===== src/ssh_cls_pkg.sv =====
`default_nettype none
package ssh_cls_pkg;

	localparam int FLOW_ENTRIES_DEF = 16;
	localparam int MAX_FRAME_BYTES_DEF = 2048;

	localparam logic [6:0]  LINK_HDR_RST = 7'd14;
	localparam logic [10:0] MIN_FRAME_RST = 11'd54;

	localparam logic CFG_LINK_HDR = 1'b0;
	localparam logic CFG_MIN_FRAME = 1'b1;

	localparam int ADDR_W = 32;
	localparam int PORT_W = 16;
	localparam int HDR_W = 8;

	localparam logic [7:0] TCP_FIN = 8'h01;
	localparam logic [7:0] TCP_RST = 8'h04;

	localparam int NFA_N = 77;
	localparam int HEAD_LAST = 7;
	localparam logic [7:0] DIGIT_MARK = 8'h23;

	localparam logic [7:0] NFA_CHARS [NFA_N] = '{
		8'h53, 8'h53, 8'h48, 8'h2D, 8'h23, 8'h2E, 8'h23, 8'h2D,
		8'h4F, 8'h70, 8'h65, 8'h6E, 8'h53, 8'h53, 8'h48, 8'h5F, 8'h23, 8'h2E, 8'h23,
		8'h41, 8'h50, 8'h41, 8'h43, 8'h48, 8'h45, 8'h2D, 8'h53, 8'h53, 8'h48, 8'h44,
		8'h2D, 8'h23, 8'h2E, 8'h23, 8'h2E, 8'h23,
		8'h46, 8'h69, 8'h6C, 8'h65, 8'h5A, 8'h69, 8'h6C, 8'h6C, 8'h61, 8'h5F, 8'h23,
		8'h2E, 8'h23, 8'h2E, 8'h23,
		8'h70, 8'h61, 8'h72, 8'h61, 8'h6D, 8'h69, 8'h6B, 8'h6F, 8'h5F, 8'h23, 8'h2E,
		8'h23, 8'h2E, 8'h23,
		8'h64, 8'h72, 8'h6F, 8'h70, 8'h62, 8'h65, 8'h61, 8'h72, 8'h5F, 8'h23, 8'h2E,
		8'h23
	};

	// first and last position of each product tag
	localparam logic [NFA_N-1:0] NFA_TAG_FIRST =
		(77'd1 << 8) | (77'd1 << 19) | (77'd1 << 36) | (77'd1 << 51) | (77'd1 << 65);
	localparam logic [NFA_N-1:0] NFA_TAG_LAST =
		(77'd1 << 18) | (77'd1 << 35) | (77'd1 << 50) | (77'd1 << 64) | (77'd1 << 76);

	typedef struct packed {
		logic [7:0] data_byte;
		logic       end_of_frame;
	} in_t;

	typedef struct packed {
		logic is_ssh;
		logic table_full;
		logic short_frame;
	} out_t;

endpackage
`default_nettype wire


===== src/ssh_flow_banner_classifier_top.sv =====
// result path: the frame summary register, then the output register, after the last frame byte is taken
// throughput: one byte per cycle, also across frame boundaries, unless the output stalls with a summary waiting
// the flow table is a compare-all array of flip-flops, updated once per frame end that is not short
// reset: configuration to defaults, frame state cleared, all flow entries invalid
`default_nettype none
module ssh_flow_banner_classifier_top #(
	parameter int FLOW_ENTRIES = ssh_cls_pkg::FLOW_ENTRIES_DEF,
	parameter int MAX_FRAME_BYTES = ssh_cls_pkg::MAX_FRAME_BYTES_DEF
) (
	input  wire logic              clk,
	input  wire logic              arst_n,
	input  wire logic              in_valid,
	output logic                   in_stall,
	input  wire ssh_cls_pkg::in_t  in_data,
	output logic                   out_valid,
	input  wire logic              out_stall,
	output ssh_cls_pkg::out_t      out_data,
	input  wire logic              cfg_we,
	input  wire logic              cfg_index,
	input  wire logic [10:0]       cfg_data
);
	import ssh_cls_pkg::*;

	localparam int OW = $clog2(MAX_FRAME_BYTES + 1);
	localparam int XW = (OW > 11) ? OW : 11;
	localparam logic [OW-1:0] MAX_POS = OW'(MAX_FRAME_BYTES);

	logic [6:0]  link_q;
	logic [10:0] min_q;

	logic [OW-1:0]     off_q, off_n;
	logic [ADDR_W-1:0] src_q, src_n, dst_q, dst_n;
	logic [PORT_W-1:0] sport_q, sport_n, dport_q, dport_n;
	logic [7:0]        flags_q, flags_n;
	logic [HDR_W-1:0]  pstart_q, pstart_n, tstart_q, tstart_n;
	logic              have_ip_q, have_ip_n, have_len_q, have_len_n;
	logic [NFA_N-1:0]  nfa_q, nfa_n, nfa_step;
	logic              match_q, match_n, term_q, term_n, nfa_hit;

	logic              in_acc, advance, s1_v_q;
	logic              short_s1, fr_s1, match_s1;
	logic [ADDR_W-1:0] src_s1, dst_s1;
	logic [PORT_W-1:0] sport_s1, dport_s1;

	logic [FLOW_ENTRIES-1:0] fv_q, hit_d, hit_s, hit_k, valid_r, free_v, free_1h;
	logic [ADDR_W-1:0]       fa_q [FLOW_ENTRIES];
	logic [PORT_W-1:0]       fp_q [FLOW_ENTRIES];
	logic                    do_ins;
	out_t                    res;
	out_t                    out_q;
	logic                    out_v_q;

	assign advance = !out_v_q || !out_stall;
	assign in_stall = s1_v_q && !advance;
	assign in_acc = in_valid && !in_stall;
	assign out_valid = out_v_q;
	assign out_data = out_q;

	// nfa next positions for the current byte
	always_comb begin
		logic dig, hit, pred;
		dig = (in_data.data_byte >= 8'h30) && (in_data.data_byte <= 8'h39);
		nfa_step = '0;
		nfa_hit = 1'b0;
		hit = (in_data.data_byte == NFA_CHARS[0]);
		nfa_step[0] = hit;
		for (int i = 1; i < NFA_N; i++) begin
			hit = (NFA_CHARS[i] == DIGIT_MARK) ? dig : (in_data.data_byte == NFA_CHARS[i]);
			pred = NFA_TAG_FIRST[i] ? nfa_q[HEAD_LAST] : nfa_q[i-1];
			nfa_step[i] = hit && (pred || ((NFA_CHARS[i] == DIGIT_MARK) && nfa_q[i]));
			if (nfa_step[i] && NFA_TAG_LAST[i]) begin
				nfa_hit = 1'b1;
			end
		end
	end

	// header capture and scan control
	always_comb begin
		logic          in_range, at_ip, scan;
		logic [OW-1:0] ip_rel;
		logic [XW-1:0] t;
		logic [7:0]    b;
		b = in_data.data_byte;
		in_range = off_q < MAX_POS;
		at_ip = (off_q == OW'(link_q));
		src_n = src_q;
		dst_n = dst_q;
		sport_n = sport_q;
		dport_n = dport_q;
		flags_n = flags_q;
		pstart_n = pstart_q;
		tstart_n = tstart_q;
		have_ip_n = have_ip_q;
		have_len_n = have_len_q;
		off_n = off_q;
		nfa_n = nfa_q;
		match_n = match_q;
		term_n = term_q;
		ip_rel = off_q - OW'(link_q);
		t = '0;
		if (in_range) begin
			if (at_ip) begin
				tstart_n = HDR_W'(link_q) + HDR_W'({b[3:0], 2'b00});
				have_ip_n = 1'b1;
			end
			if (have_ip_n) begin
				if (ip_rel >= OW'(12) && ip_rel <= OW'(15)) begin
					src_n = {src_q[ADDR_W-9:0], b};
				end else if (ip_rel >= OW'(16) && ip_rel <= OW'(19)) begin
					dst_n = {dst_q[ADDR_W-9:0], b};
				end
				if (XW'(off_q) >= XW'(tstart_n)) begin
					t = XW'(off_q) - XW'(tstart_n);
					if (t <= XW'(1)) begin
						sport_n = {sport_q[7:0], b};
					end else if (t <= XW'(3)) begin
						dport_n = {dport_q[7:0], b};
					end else if (t == XW'(12)) begin
						pstart_n = tstart_n + HDR_W'({b[7:4], 2'b00});
						have_len_n = 1'b1;
					end else if (t == XW'(13)) begin
						flags_n = b;
					end
				end
			end
			off_n = off_q + OW'(1);
		end
		scan = have_len_n && !term_q && !match_q &&
			(!in_range || XW'(off_q) >= XW'(pstart_n));
		if (scan) begin
			if (b == 8'h00) begin
				term_n = 1'b1;
			end else begin
				nfa_n = nfa_step;
				match_n = nfa_hit;
			end
		end
	end

	always_ff @(posedge clk or negedge arst_n) begin
		if (!arst_n) begin
			link_q <= LINK_HDR_RST;
			min_q <= MIN_FRAME_RST;
		end else if (cfg_we) begin
			unique case (cfg_index)
				CFG_LINK_HDR:  link_q <= cfg_data[6:0];
				CFG_MIN_FRAME: min_q <= cfg_data;
				default: ;
			endcase
		end
	end

	always_ff @(posedge clk or negedge arst_n) begin
		if (!arst_n) begin
			off_q <= '0;
			src_q <= '0;
			dst_q <= '0;
			sport_q <= '0;
			dport_q <= '0;
			flags_q <= '0;
			pstart_q <= '0;
			tstart_q <= '0;
			have_ip_q <= 1'b0;
			have_len_q <= 1'b0;
			nfa_q <= '0;
			match_q <= 1'b0;
			term_q <= 1'b0;
		end else if (in_acc) begin
			if (in_data.end_of_frame) begin
				off_q <= '0;
				src_q <= '0;
				dst_q <= '0;
				sport_q <= '0;
				dport_q <= '0;
				flags_q <= '0;
				pstart_q <= '0;
				tstart_q <= '0;
				have_ip_q <= 1'b0;
				have_len_q <= 1'b0;
				nfa_q <= '0;
				match_q <= 1'b0;
				term_q <= 1'b0;
			end else begin
				off_q <= off_n;
				src_q <= src_n;
				dst_q <= dst_n;
				sport_q <= sport_n;
				dport_q <= dport_n;
				flags_q <= flags_n;
				pstart_q <= pstart_n;
				tstart_q <= tstart_n;
				have_ip_q <= have_ip_n;
				have_len_q <= have_len_n;
				nfa_q <= nfa_n;
				match_q <= match_n;
				term_q <= term_n;
			end
		end
	end

	// frame summary at the last byte
	always_ff @(posedge clk or negedge arst_n) begin
		if (!arst_n) begin
			s1_v_q <= 1'b0;
		end else begin
			s1_v_q <= (in_acc && in_data.end_of_frame) || (s1_v_q && !advance);
		end
	end

	always_ff @(posedge clk) begin
		if (in_acc && in_data.end_of_frame) begin
			short_s1 <= XW'(off_n) < XW'(min_q);
			fr_s1 <= ((flags_n & TCP_FIN) != 8'h00) || ((flags_n & TCP_RST) != 8'h00);
			match_s1 <= match_n;
			src_s1 <= src_n;
			dst_s1 <= dst_n;
			sport_s1 <= sport_n;
			dport_s1 <= dport_n;
		end
	end

	// flow table lookup, removal and insert
	always_comb begin
		for (int i = 0; i < FLOW_ENTRIES; i++) begin
			hit_d[i] = fv_q[i] && fa_q[i] == dst_s1 && fp_q[i] == dport_s1;
			hit_s[i] = fv_q[i] && fa_q[i] == src_s1 && fp_q[i] == sport_s1;
		end
		valid_r = fr_s1 ? (fv_q & ~(hit_d | hit_s)) : fv_q;
		for (int i = 0; i < FLOW_ENTRIES; i++) begin
			hit_k[i] = valid_r[i] && fa_q[i] == src_s1 && fp_q[i] == dport_s1;
		end
		free_v = ~valid_r;
		free_1h = free_v & (~free_v + FLOW_ENTRIES'(1));
		do_ins = match_s1 && !(|hit_k) && (|free_v);
		res.short_frame = short_s1;
		res.is_ssh = !short_s1 && (match_s1 || (|hit_k));
		res.table_full = !short_s1 && match_s1 && !(|hit_k) && !(|free_v);
	end

	always_ff @(posedge clk or negedge arst_n) begin
		if (!arst_n) begin
			fv_q <= '0;
		end else if (s1_v_q && advance && !short_s1) begin
			fv_q <= do_ins ? (valid_r | free_1h) : valid_r;
		end
	end

	always_ff @(posedge clk) begin
		for (int i = 0; i < FLOW_ENTRIES; i++) begin
			if (s1_v_q && advance && !short_s1 && do_ins && free_1h[i]) begin
				fa_q[i] <= src_s1;
				fp_q[i] <= dport_s1;
			end
		end
	end

	always_ff @(posedge clk or negedge arst_n) begin
		if (!arst_n) begin
			out_v_q <= 1'b0;
		end else if (advance) begin
			out_v_q <= s1_v_q;
		end
	end

	always_ff @(posedge clk) begin
		if (advance && s1_v_q) begin
			out_q <= res;
		end
	end

`ifndef SYNTHESIS
	a_short_clean: assert property (@(posedge clk) disable iff (!arst_n)
		out_valid && out_data.short_frame |-> !out_data.is_ssh && !out_data.table_full)
		else $error("short frame with flow result");
	a_full_is_ssh: assert property (@(posedge clk) disable iff (!arst_n)
		out_valid && out_data.table_full |-> out_data.is_ssh)
		else $error("table full without match");
	a_hold_summary: assert property (@(posedge clk) disable iff (!arst_n)
		s1_v_q && !advance |-> in_stall)
		else $error("input taken while frame summary blocked");
	a_result_follows: assert property (@(posedge clk) disable iff (!arst_n)
		s1_v_q && advance |=> out_valid)
		else $error("frame summary lost");
`endif

endmodule
`default_nettype wire


===== config.mk =====
export PLATFORM = sky130hd
export DESIGN_NAME = ssh_flow_banner_classifier_top
export DESIGN_NICKNAME = d
export VERILOG_FILES = /design/src/ssh_cls_pkg.sv /design/src/ssh_flow_banner_classifier_top.sv
export SDC_FILE = /design/constraint.sdc
export NUM_CORES = 2
export LEC_CHECK = 0
export BUFFER_PORTS_ARGS = -buffer_cell sky130_fd_sc_hd__buf_4
export CAP_MARGIN = 30
export CELL_PAD_IN_SITES_DETAIL_PLACEMENT = 0
export CELL_PAD_IN_SITES_GLOBAL_PLACEMENT = 1
export CORE_MARGIN = 4
export CORE_UTILIZATION = 50
export CTS_CLUSTER_DIAMETER = 100
export CTS_CLUSTER_SIZE = 16
export DETAILED_ROUTE_END_ITERATION = 8
export PLACE_DENSITY = 0.75
export RECOVER_POWER = 25
export SLEW_MARGIN = 0
export SYNTH_ARGS = -nofsm -noshare
export SYNTH_HDL_FRONTEND = slang
export SYNTH_SLANG_ARGS = --single-unit

===== constraint.sdc =====
create_clock -name clk -period 11.2 [get_ports clk]
set_input_delay 1.12 -clock clk [delete_from_list [all_inputs] [get_ports clk]]
set_output_delay 1.12 -clock clk [all_outputs]
set_load 0.01 [all_outputs]

# Word level (Yosys, flattened, before mapping)
# Memories as Yosys holds them, arrays and structs flattened.
# Cells that the tools add are included.
# W data, S select, Z words.
# classes
n_lt_le_gt_ge	12
n_addsub	6
n_eq_ne	93
reduce_logical	277
muxes	190
n_bitwise	8
# op_table
op	n
$eq A32 B32 Y1	32
$mux W32	24
$eq A16 B16 Y1	32
$reduce_or A32 Y1	15
$mux W16	28
$reduce_or A16 Y1	17
$mux W77	3
$logic_and A1 B1 Y1	206
$eq A8 B7 Y1 const B	23
$mux W4	30
$mux W8	11
$mux W1	84
$not A16 Y16	3
$and A16 B16 Y16	2
$or A16 B16 Y16	2
$eq A12 B4 Y1 const B	2
$ge A12 B8 Y1	2
$mux W12	2
$mux W3	8
$logic_or A1 B1 Y1	20
$add A16 B1 Y16 const B	1
$eq A8 B6 Y1 const B	2
$add A12 B1 Y12 const B	1
$eq A12 B7 Y1	1
other kinds (21)	35
# word_totals
n_memories	2
regBits	345
input_bits	26
word_cells	616
ramBits	768
out_inout_bits	5
# memory_table
name	depth	word_bits	read_ports	rd_ports_with_merged_regs	write_ports	line_no	source
fa_q	16	32	16	0	1	ssh_flow_banner_classifier_top.sv:46	logic [ADDR_W-1:0] fa_q [FLOW_ENTRIES];
fp_q	16	16	16	0	1	ssh_flow_banner_classifier_top.sv:47	logic [PORT_W-1:0] fp_q [FLOW_ENTRIES];

# Longest topological paths before layout
# An unclocked memory read counts as a cell.
# depth
word_depth	34
ltp_mapped	30
ltp_nobuf	25

# Least setup slack after synthesis
# Ideal clock, no wire load.
# synth_timing
path_kind	reg-to-reg
start	register dport_s1[11]
end	memory fa_q[7][0], in the netlist fa_q[0][224] (enable)
synth_period_minus_slack_ps	8242
path_buffers	4
path_stages_with_launch	13
t_arrival_ps	7670
setup_ps	572
slack_ps	2958
path_cell_list	edfxtp_1 > buf_2 > buf_2 > xnor2_1 > nand4_1 > nor4_1 > or4b_1 > o211ai_1 > nor4_1 > and4_1 > buf_2 > buf_2 > nor4_1
# synth_between
elab_chain_len	32
# synth_rtl
item	line_no	source
from (decl)	ssh_flow_banner_classifier_top.sv:43	logic [PORT_W-1:0] sport_s1, dport_s1;
from (signal assigned)	ssh_flow_banner_classifier_top.sv:218	dport_s1 <= dport_n;
parallel branches: the longest is 32 deep, another holds $add A16 B1 Y16	--	
to (decl)	ssh_flow_banner_classifier_top.sv:46	
# Parallel ways; which one is timed is not known.

# Final worst setup path
# layout_timing
start	register off_q[6]
end	register nfa_q[36]
# layout_between
elab_chain_len	16
# layout_rtl
item	line_no	source
from (decl)	ssh_flow_banner_classifier_top.sv:31	logic [OW-1:0] off_q, off_n;
from (signal assigned)	ssh_flow_banner_classifier_top.sv:184	off_q <= off_n;
parallel branches: the longest is 13 deep, another holds $sub A12 B8 Y12	--	
$logic_and A1 B1 Y1 (*)	ssh_flow_banner_classifier_top.sv:128	scan = have_len_n && !term_q && !match_q &&
$reduce_bool A2 Y1 (no line) (*)	--	
$reduce_and A3 Y1 (no line) (*)	--	
to (signal assigned)	ssh_flow_banner_classifier_top.sv:194	nfa_q <= nfa_n;
to (decl)	ssh_flow_banner_classifier_top.sv:37	logic [NFA_N-1:0] nfa_q, nfa_n, nfa_step;
# Mark *: on every way between the ends. The select of a mux whose other input is x is not followed.
# A chain may end at the register's enable or synchronous reset.

==> qor.yml <==
synth_edf_count: 870
wl_met1_um: 76200
syn_avg_cell_area_um2: 12.3
wire_per_inst_um: 28.5
fmaxAchievable_mhz: 121
synth_top_flop_cell: "edfxtp_1"
slew_headroom_pct: -181
critPathRequiredTime_ps: 11750
end_kind: "flop"
leakage_nw: 21.0
p_comb_share_pct: 10.8
swShare_pct: 25.4
final-hold-violation-count: 0
grt_setup_unrepaired: "false"
dr.pass1.iters: 5
seqPwrFrac_pct: 54.8
async_flop_share_pct: 21.8
outcome: "finished, violations left"
pin_count: 31
grt_pass1_wl_um: 264000
viasPerCell: 6.16
num_antenna_cells: 0
final_cell_mix: "xnor2_1, edfxtp_1, xor2_1"
setup_viol: 0
irDropWorstVdd_mv: 0.112
routed-wl-met3_um: 17200
cts.clk_slew.worst_paths_ps: 80
tightestPinTransition_ps: 4220
crit_fanout: 23
p_per_area_nw_per_um2: 131
dpl_worst_slack_ps: 2710
dp_hpwl_um: 107000
cts-root-buf: "clkbuf_16"
highest_layer: "met4"
port_buffers: 30
clkLatencyLatePin_ps: 680
area_growth_pct: 7.11
wl_um: 181000
syn-instance-count: 4811
cts.path.max_buffers: 3
rows: 126
clock-sinks: 1113
p_int_mw: 6.22
drc: 0
hold_buffers: 0
finalClockSkew_ps: 36.6
synth-seq-area-share_pct: 54.3
finalWorstPathRequiredPeriod_ps: 8240
dieArea_um2: 124000
dr.first_iter.drc_count: 4194
met2_wirelength_um: 80400
start_util_pct: 50.3
switchingPower_mw: 2.12
cts_tree: "yes"
ctsResizeCount: 0
cts_made_buffers: 80
via_count: 39261
cp-start-kind: "flop"
fp.dieW_um: 353
min_path_type: "reg -> reg"
die_h_um: 353
p_clk_share_pct: 34.3
grt.overflow.total: 0
drive_above_1_share_pct: 8.68
cts_setup_buffers: 0
drv_cap: 33
ys_seq_elements: 1113
synth_area_um2: 59400
gp_congestion: 0.910
core_area_um2: 118000
violations: "max-capacitance violations, max-slew violations"
cts.htree.levels: 3
grt_pass1_vias: 38565
layout_commonest_cell: "xnor2_1"
fin_nets: 4856
slew_viol_final: 1107
tns_ps: 0
ant_nets: 0
synth_cell_types: 80
crit_type: "reg -> reg"
syn_nets: 4882
timing.final.crit_share_pct: 73.6
total_power_mw: 8.33
antenna_found_initial: 3
track_usage_pct: 28.6
worstPathArrival_ps: 8790
grt_max_degree: 94
setup_ws_ps: 2960
ys_warn_count: 0
path summary, 6_finish.rpt:
| check | endpoint | depth (start not counted) | from | slack (ps) |
|---|---|---|---|---|
| worst max-delay path | nfa_q[36] | 26 | off_q[6] | 2960 |
| max in group asynchronous | src_q[30] | 3 | arst_n | 5990 |
| min in group asynchronous | fv_q[8] | 1 | arst_n | 1900 |
| worst max register to register | nfa_q[36] | 26 | off_q[6] | 2960 |
| worst min-delay path | fa_q[0][76] | 0 | src_s1[12] | 460 |
| worst min register to register | fa_q[0][76] | 0 | src_s1[12] | 460 |
per-layer routing:
metal  track usage [%]  up-vias
met5                 0        -
met4              10.6        0
met3              4.66      369
met2              44.3     1893
met1              40.7    19781
li1                  -    17218
per-stage QoR:
step | instance area [µm²] | instances | hold WS, ps | util [%]
3_3_place_gp | 61400 | 6228 | 443 | 52.0
5_1_grt | 63600 | 6372 | 477 | 53.9
3_5_place_dp | 61400 | 6238 | 443 | 52.1
4_1_cts | 63700 | 6371 | 392 | 54.1
2_1_floorplan | 59400 | 4811 | 448 | -
6_report | 63600 | 6372 | 456 | 53.9
synth_stat cells (8+ instances only):
master,number,area share (%)
o31ai_1,14,0.18
nand4_1,322,3.4
buf_4,24,0.30
o21a_1,9,0.11
xor2_1,418,6.2
nor4_1,189,2.0
dfrtp_1,236,9.9
nand3_1,75,0.63
xnor2_1,1144,17
a22o_1,8,0.12
o211ai_1,17,0.21
nand4b_1,12,0.18
nor4b_1,8,0.12
or3_1,8,0.084
nor3_1,39,0.33
ha_1,41,0.86
or4_1,11,0.14
and3_1,19,0.20
buf_2,180,1.5
nand3b_1,24,0.30
buf_1,11,0.070
clkbuf_1,85,0.54
o311ai_0,8,0.12
mux2i_1,38,0.64
a21o_1,18,0.23
inv_1,87,0.55
o2bb2ai_1,27,0.40
edfxtp_1,870,44
and2_1,16,0.17
o21ai_0,66,0.56
nand2b_1,61,0.64
nor2_1,169,1.1
nand2_1,178,1.1
a21oi_1,38,0.32
mux2_2,125,2.4
a22oi_1,8,0.10
a221o_1,65,1.1
nor2b_1,18,0.19
nor3b_1,20,0.25
a41oi_1,9,0.13
layout make-up:
class,count,area [µm²]
sequential,1113,32200
tap,1536,1920
fill,10042,54300
timing repair buffer,195,1300
inverter,88,333
clock buffer,128,2260
clock inverter,5,60.1
multi-input combinational,3307,25500
registers in the layout, indices dropped and copies added, names as in the netlist, 32 cells and up:
name,count
fa_q,512
fp_q,256
nfa_q,77
dst_q,32
dst_s1,32
src_q,32
src_s1,32
logic make-up after synthesis:
kind of cell | synth area share, %
compound gates | 4.44
xor+xnor | 23.0
fa+ha+maj | 0.999
buf+inv | 3.04
flops | 54.3
mux | 3.01
simple gates | 11.2
worst max-delay path, stage by stage, from the launching register on:
cell and delay (ps):
dfrtp_1 560, ha_1 460, nand4b_1 110, nor3_1 290, buf_4 260, mux2_2 380, inv_1 80, ha_1 250
nor2b_1 140, o21ai_0 160, nand2b_1 110, xor2_1 140, or3_1 300, a211oi_1 480, nand4_1 670, mux2_2 520
ha_1 270, nand2b_1 140, a21o_1 170, a21o_1 180, a21o_1 190, a21o_1 180, a211o_1 300, and3_1 390
a21oi_4 590, buf_4 390, mux2_2 370
power by group through the flow:
stage / logic [mW] / clock network [mW] / registers (mW)
after floorplan: 0.578 / 0 / 4.66
after global placement: 0.884 / 0 / 4.65
after detailed placement: 0.887 / 0 / 4.66
after CTS: 0.892 / 2.90 / 4.56
after global routing: 0.965 / 3.07 / 4.58
final: 0.903 / 2.86 / 4.57
No activity file was read; power rests on OpenSTA's default activity.
